===== src/hdl/pptc_pkg.sv =====
// ---------------------------------------------------------------------------
// pptc_pkg
// shared types and constants for the push/pop trace classifier
// ---------------------------------------------------------------------------
package pptc_pkg;

    localparam int CAPACITY_DEF    = 1024;
    localparam int VALUE_WIDTH_DEF = 32;

    localparam logic ACT_PUSH = 1'b0;
    localparam logic ACT_POP  = 1'b1;

    typedef enum logic [2:0] {
        VERD_UNSURE     = 3'd0,
        VERD_IMPOSSIBLE = 3'd1,
        VERD_STACK      = 3'd2,
        VERD_QUEUE      = 3'd3,
        VERD_HEAP       = 3'd4
    } t_verdict;

    typedef enum logic [3:0] {
        ST_IDLE,
        ST_SQ_RD,
        ST_SQ_CHK,
        ST_HI_RD,
        ST_HI_CHK,
        ST_HP_RD,
        ST_HP_CHK,
        ST_HR_RD,
        ST_HR_CMP,
        ST_HR_RD2,
        ST_HR_CHK,
        ST_DONE
    } t_state;

    // commands from controller to datapath
    typedef struct packed {
        logic load;       // capture input item
        logic sq_rd;      // issue stack/fifo top reads
        logic sq_apply;   // apply stack/fifo update
        logic hi_start;   // begin heap insert (or handle drop)
        logic hi_rd;      // read parent
        logic hi_step;    // compare parent, move or finish
        logic hp_rd;      // read heap root
        logic hp_apply;   // compare root, start removal
        logic hr_rd;      // read left child
        logic hr_rd2;     // read right child
        logic hr_step;    // pick child, move or finish
        logic finish;     // emit result
    } t_cmd;

    // status from datapath to controller
    typedef struct packed {
        logic is_pop;
        logic heap_en;     // heap still consistent
        logic hi_go;       // insert needs a sift
        logic hi_more;     // sift-up continues
        logic hr_go;       // removal needs a sift
        logic hr_more;     // sift-down continues
    } t_stat;

    function automatic t_verdict verdict_of(input logic [2:0] f);
        unique case (f)
            3'b000:  verdict_of = VERD_IMPOSSIBLE;
            3'b001:  verdict_of = VERD_STACK;
            3'b010:  verdict_of = VERD_QUEUE;
            3'b100:  verdict_of = VERD_HEAP;
            default: verdict_of = VERD_UNSURE;
        endcase
    endfunction

endpackage


===== src/hdl/pptc_ctrl.sv =====
// ---------------------------------------------------------------------------
// pptc_ctrl
// sequencer: stack/fifo step, then heap insert or remove sift loop
// ---------------------------------------------------------------------------
module pptc_ctrl
    import pptc_pkg::*;
(
    input  logic  i_clk,
    input  logic  i_rst_n,
    input  logic  i_start,
    input  t_stat i_stat,
    output t_cmd  o_cmd,
    output logic  o_busy
);
    t_state r_state, n_state;

    // state register
    always_ff @(posedge i_clk) begin
        if (!i_rst_n) begin
            r_state <= ST_IDLE;
        end else begin
            r_state <= n_state;
        end
    end

    // next state and commands
    always_comb begin
        n_state = r_state;
        o_cmd   = '0;
        o_busy  = (r_state != ST_IDLE);
        unique case (r_state)
            ST_IDLE: begin
                if (i_start) begin
                    o_cmd.load = 1'b1;
                    n_state    = ST_SQ_RD;
                end
            end
            ST_SQ_RD: begin
                o_cmd.sq_rd = 1'b1;
                n_state     = ST_SQ_CHK;
            end
            ST_SQ_CHK: begin
                o_cmd.sq_apply = 1'b1;
                if (!i_stat.heap_en) begin
                    n_state = ST_DONE;
                end else if (i_stat.is_pop) begin
                    n_state = ST_HP_RD;
                end else begin
                    n_state = ST_HI_RD;
                end
            end
            ST_HI_RD: begin
                o_cmd.hi_start = 1'b1;
                n_state = i_stat.hi_go ? ST_HI_CHK : ST_DONE;
                o_cmd.hi_rd = i_stat.hi_go;
            end
            ST_HI_CHK: begin
                o_cmd.hi_step = 1'b1;
                if (i_stat.hi_more) begin
                    o_cmd.hi_rd = 1'b1;
                    n_state     = ST_HI_CHK;
                end else begin
                    n_state = ST_DONE;
                end
            end
            ST_HP_RD: begin
                o_cmd.hp_rd = 1'b1;
                n_state     = ST_HP_CHK;
            end
            ST_HP_CHK: begin
                o_cmd.hp_apply = 1'b1;
                n_state = i_stat.hr_go ? ST_HR_RD : ST_DONE;
            end
            ST_HR_RD: begin
                o_cmd.hr_rd = 1'b1;
                n_state     = ST_HR_RD2;
            end
            ST_HR_RD2: begin
                o_cmd.hr_rd2 = 1'b1;
                n_state      = ST_HR_CHK;
            end
            ST_HR_CHK: begin
                o_cmd.hr_step = 1'b1;
                n_state = i_stat.hr_more ? ST_HR_RD : ST_DONE;
            end
            ST_DONE: begin
                o_cmd.finish = 1'b1;
                n_state      = ST_IDLE;
            end
            default: n_state = ST_IDLE;
        endcase
    end
endmodule


===== config.mk =====
export PLATFORM = sky130hd
export DESIGN_NAME = pptc_ctrl
export DESIGN_NICKNAME = d
export VERILOG_FILES = /design/src/hdl/pptc_pkg.sv /design/src/hdl/pptc_ctrl.sv
export SDC_FILE = /design/constraint.sdc
export NUM_CORES = 1
export LEC_CHECK = 0
export BUFFER_PORTS_ARGS = -buffer_cell sky130_fd_sc_hd__buf_4
export CAP_MARGIN = 20
export CORE_AREA = 3 3 40 42
export DETAILED_ROUTE_END_ITERATION = 7
export DIE_AREA = 0 0 43 45
export MAX_ROUTING_LAYER = met4
export PLACE_DENSITY = 0.66
export SLEW_MARGIN = 20
export SYNTH_ARGS = -nofsm -noshare
export SYNTH_HDL_FRONTEND = slang
export SYNTH_SLANG_ARGS = --single-unit

===== constraint.sdc =====
create_clock -name i_clk -period 2.3 [get_ports i_clk]
set_clock_uncertainty 0.1 [all_clocks]
set_input_delay 0.115 -clock i_clk [delete_from_list [all_inputs] [get_ports i_clk]]
set_output_delay 0.115 -clock i_clk [all_outputs]
set_load 0.05 [all_outputs]

==> impl_metrics.tcl <==
set metrics [dict create \
    cts_tree "done" \
    cp-start-kind "flop" \
    drt_iter0_markers 20 \
    fmax_mhz 574 \
    rr_endpoint "r_state[3]" \
    final_cell_mix "buf_4, nor2_1, nand2_1, nor3_1, dfxtp_1" \
    vias 526 \
    vias_per_cell 5.31 \
    drive_gt1_frac 0.369 \
    synth_nets 73 \
    finalSetupTns_ps 0 \
    n_antenna_cell 0 \
    min_path_cells 3 \
    clock_latency_ps 250 \
    io_pins 22 \
    grtUsageMet1 0.166 \
    period_needed_ps 1740 \
    synth_warnings 0 \
    die_h_um 45 \
    endpoint "o_cmd[7]" \
    reg2reg_depth 4 \
    first_pass_iters 4 \
    status "completed" \
    hold_buffers 0 \
    wl_per_cell_um 12.1 \
    rrSetupSlack_ps 720 \
    worstSetupStartpoint "r_state[2]" \
    syn-cell-area_um2 453 \
    synth_xor_area_frac 0 \
    netlist-cell-type-count 31 \
    required_ps 2090 \
    synth_seq_cells 4 \
    die_area_um2 1940 \
    area_delta_synth_final_pct 34.5 \
    initial_core_util 0.352 \
    hold_viol 0 \
    rows 13 \
    grt_pass1_wl_mm 1.86 \
    numPortBuffers 21 \
    end_kind "primary output" \
    hold_path_class "input pin to flop" \
    top_register "r_state" \
    cts_buffers 3 \
    die_w_um 43 \
    dpl.hpwl_um 901 \
    synth_cells 64 \
    synth-simple-area-share 0.453 \
    overflow 0 \
    tightest_slew_ps 535 \
    layout_commonest_cell "buf_4" \
    antenna_found_initial 0 \
    ant_nets 0 \
    drv_cap 0 \
    irDropWorstVdd_mv 0.328 \
    core_area_um2 1280 \
    clockBufferDepth 2 \
    ys_seq_area_frac 0.177 \
    use_met3 0.0478 \
    synth_fa_ha_area_frac 0 \
    largest_reg_flops 4 \
    met2_usage 0.192 \
    p_per_area_nw_per_um2 528 \
    stdcell_area_um2 609 \
    grt_start_max_net_pins 17 \
    avgSynthCellArea_um2 7.08 \
    synth.area.mux_share 0.0221 \
    placed_cell_area_um2 587 \
    synth_compound_area_frac 0.221 \
    r2r-start "r_state[3]" \
    gp_congestion 0.950 \
    grt_pass1_vias 415 \
    finalWirelength_mm 1.19 \
    fin_nets 95 \
    relSlewSlack 0.643 \
    clkTransAtPathRegs_ps 40 \
    cp_data_arrival_time_ps 1530 \
    largestRegisters "r_state x4" \
    clock-root-buffer "clkbuf_4" \
    leakage_nw 0.264 \
    cts_max_level 1 \
    cts_resized 0 \
    path_class "flop to primary output" \
    cp_max_fo 11 \
    synth_top_family_by_area "simple AND/OR/NAND/NOR gates" \
    drc_errors 0 \
    setup-violations-final 0 \
    busiest_layer "met2" \
    post_cts_buffers 0 \
    finalCritPeriodShare 0.758 \
    cts_sinks 4 \
    grt_usage 0.142 \
    grt_setup_unrepaired "false" \
    fillers 148 \
    maxSlewViolCount 0 \
]
-- worst max-delay path, cell delays in order (launching register included) --
cell     delay (ps)
dfxtp_1         470
buf_4           230
nor2b_1          80
a32o_1          200
nand2_1          90
inv_1            40
buf_4           180
-- synthesized netlist by cell type (all sizes together) --
cell     n  share of area
a222oi   1          0.022
a22o     1          0.019
o22ai    1          0.014
a21oi    2          0.022
a32o     1          0.022
and3     1          0.014
buf      5           0.11
nand3    1          0.011
nand2b   5          0.091
nand3b   2          0.033
inv      2          0.017
a31oi    2          0.028
and2b    1          0.017
a21o     1          0.017
nor2    13           0.11
or3      1          0.014
dfxtp    4           0.18
a211oi   1          0.028
nor2b    1          0.014
nor3     6          0.077
mux2i    1          0.022
nand2    6          0.050
o21ai    3          0.033
and2     1          0.019
o31ai    1          0.017
-- where the power goes --
| group | switching [W] | leakage, nW | internal [W] |
|---|---|---|---|
| combinational | 0.0000853 | 0.218 | 0.0000514 |
| clock | 0.0000344 | 0.0138 | 0.0000587 |
| sequential | 0.0000170 | 0.0326 | 0.0000750 |
-- layout make-up --
class	instances	area, µm²	area share
inverters	2	7.51	0.0123
clock buffers	3	22.5	0.0370
repair buffers	22	165	0.271
multi-input cells	53	315	0.517
well taps	15	18.8	0.0308
flip-flops and latches	4	80.1	0.131
-- per-layer routing --
layer | routed length, µm | vias up
met5 | 0 | -
met1 | 543 | 217
met3 | 118 | 5
met2 | 483 | 34
li1 | - | 270
met4 | 47 | 0
-- per-stage QoR --
stage               setup WS (ps)  hold slack [ps]  instances  utilization  power, W
global placement              756              305         96        0.457  0.000229
CTS                           551             46.0         99        0.474  0.000326
floorplan                     410              198         64            -  0.000196
finish                        557             59.7         99        0.474  0.000322
global route                  436             50.5         99        0.474  0.000345
detailed placement            738              309         96        0.457  0.000229
-- worst min-delay path by stage --
stage / startpoint / to / slack (ps)
final: i_stat[0] / r_state[3] / 60
after global routing: i_stat[0] / r_state[3] / 50
after CTS: i_stat[0] / r_state[3] / 50
after detailed placement: i_stat[0] / r_state[3] / 310
after global placement: i_stat[0] / r_state[3] / 300
after floorplan: i_stat[0] / r_state[3] / 200
-- kinds of logic (layout without fill, tap and decap cells) --
family,after synthesis,count (layout)
simple gates,38,38
compound gates,14,14
buf+inv,7,27
flops,4,4
mux,1,1
Power figures use the tool's default switching activity.
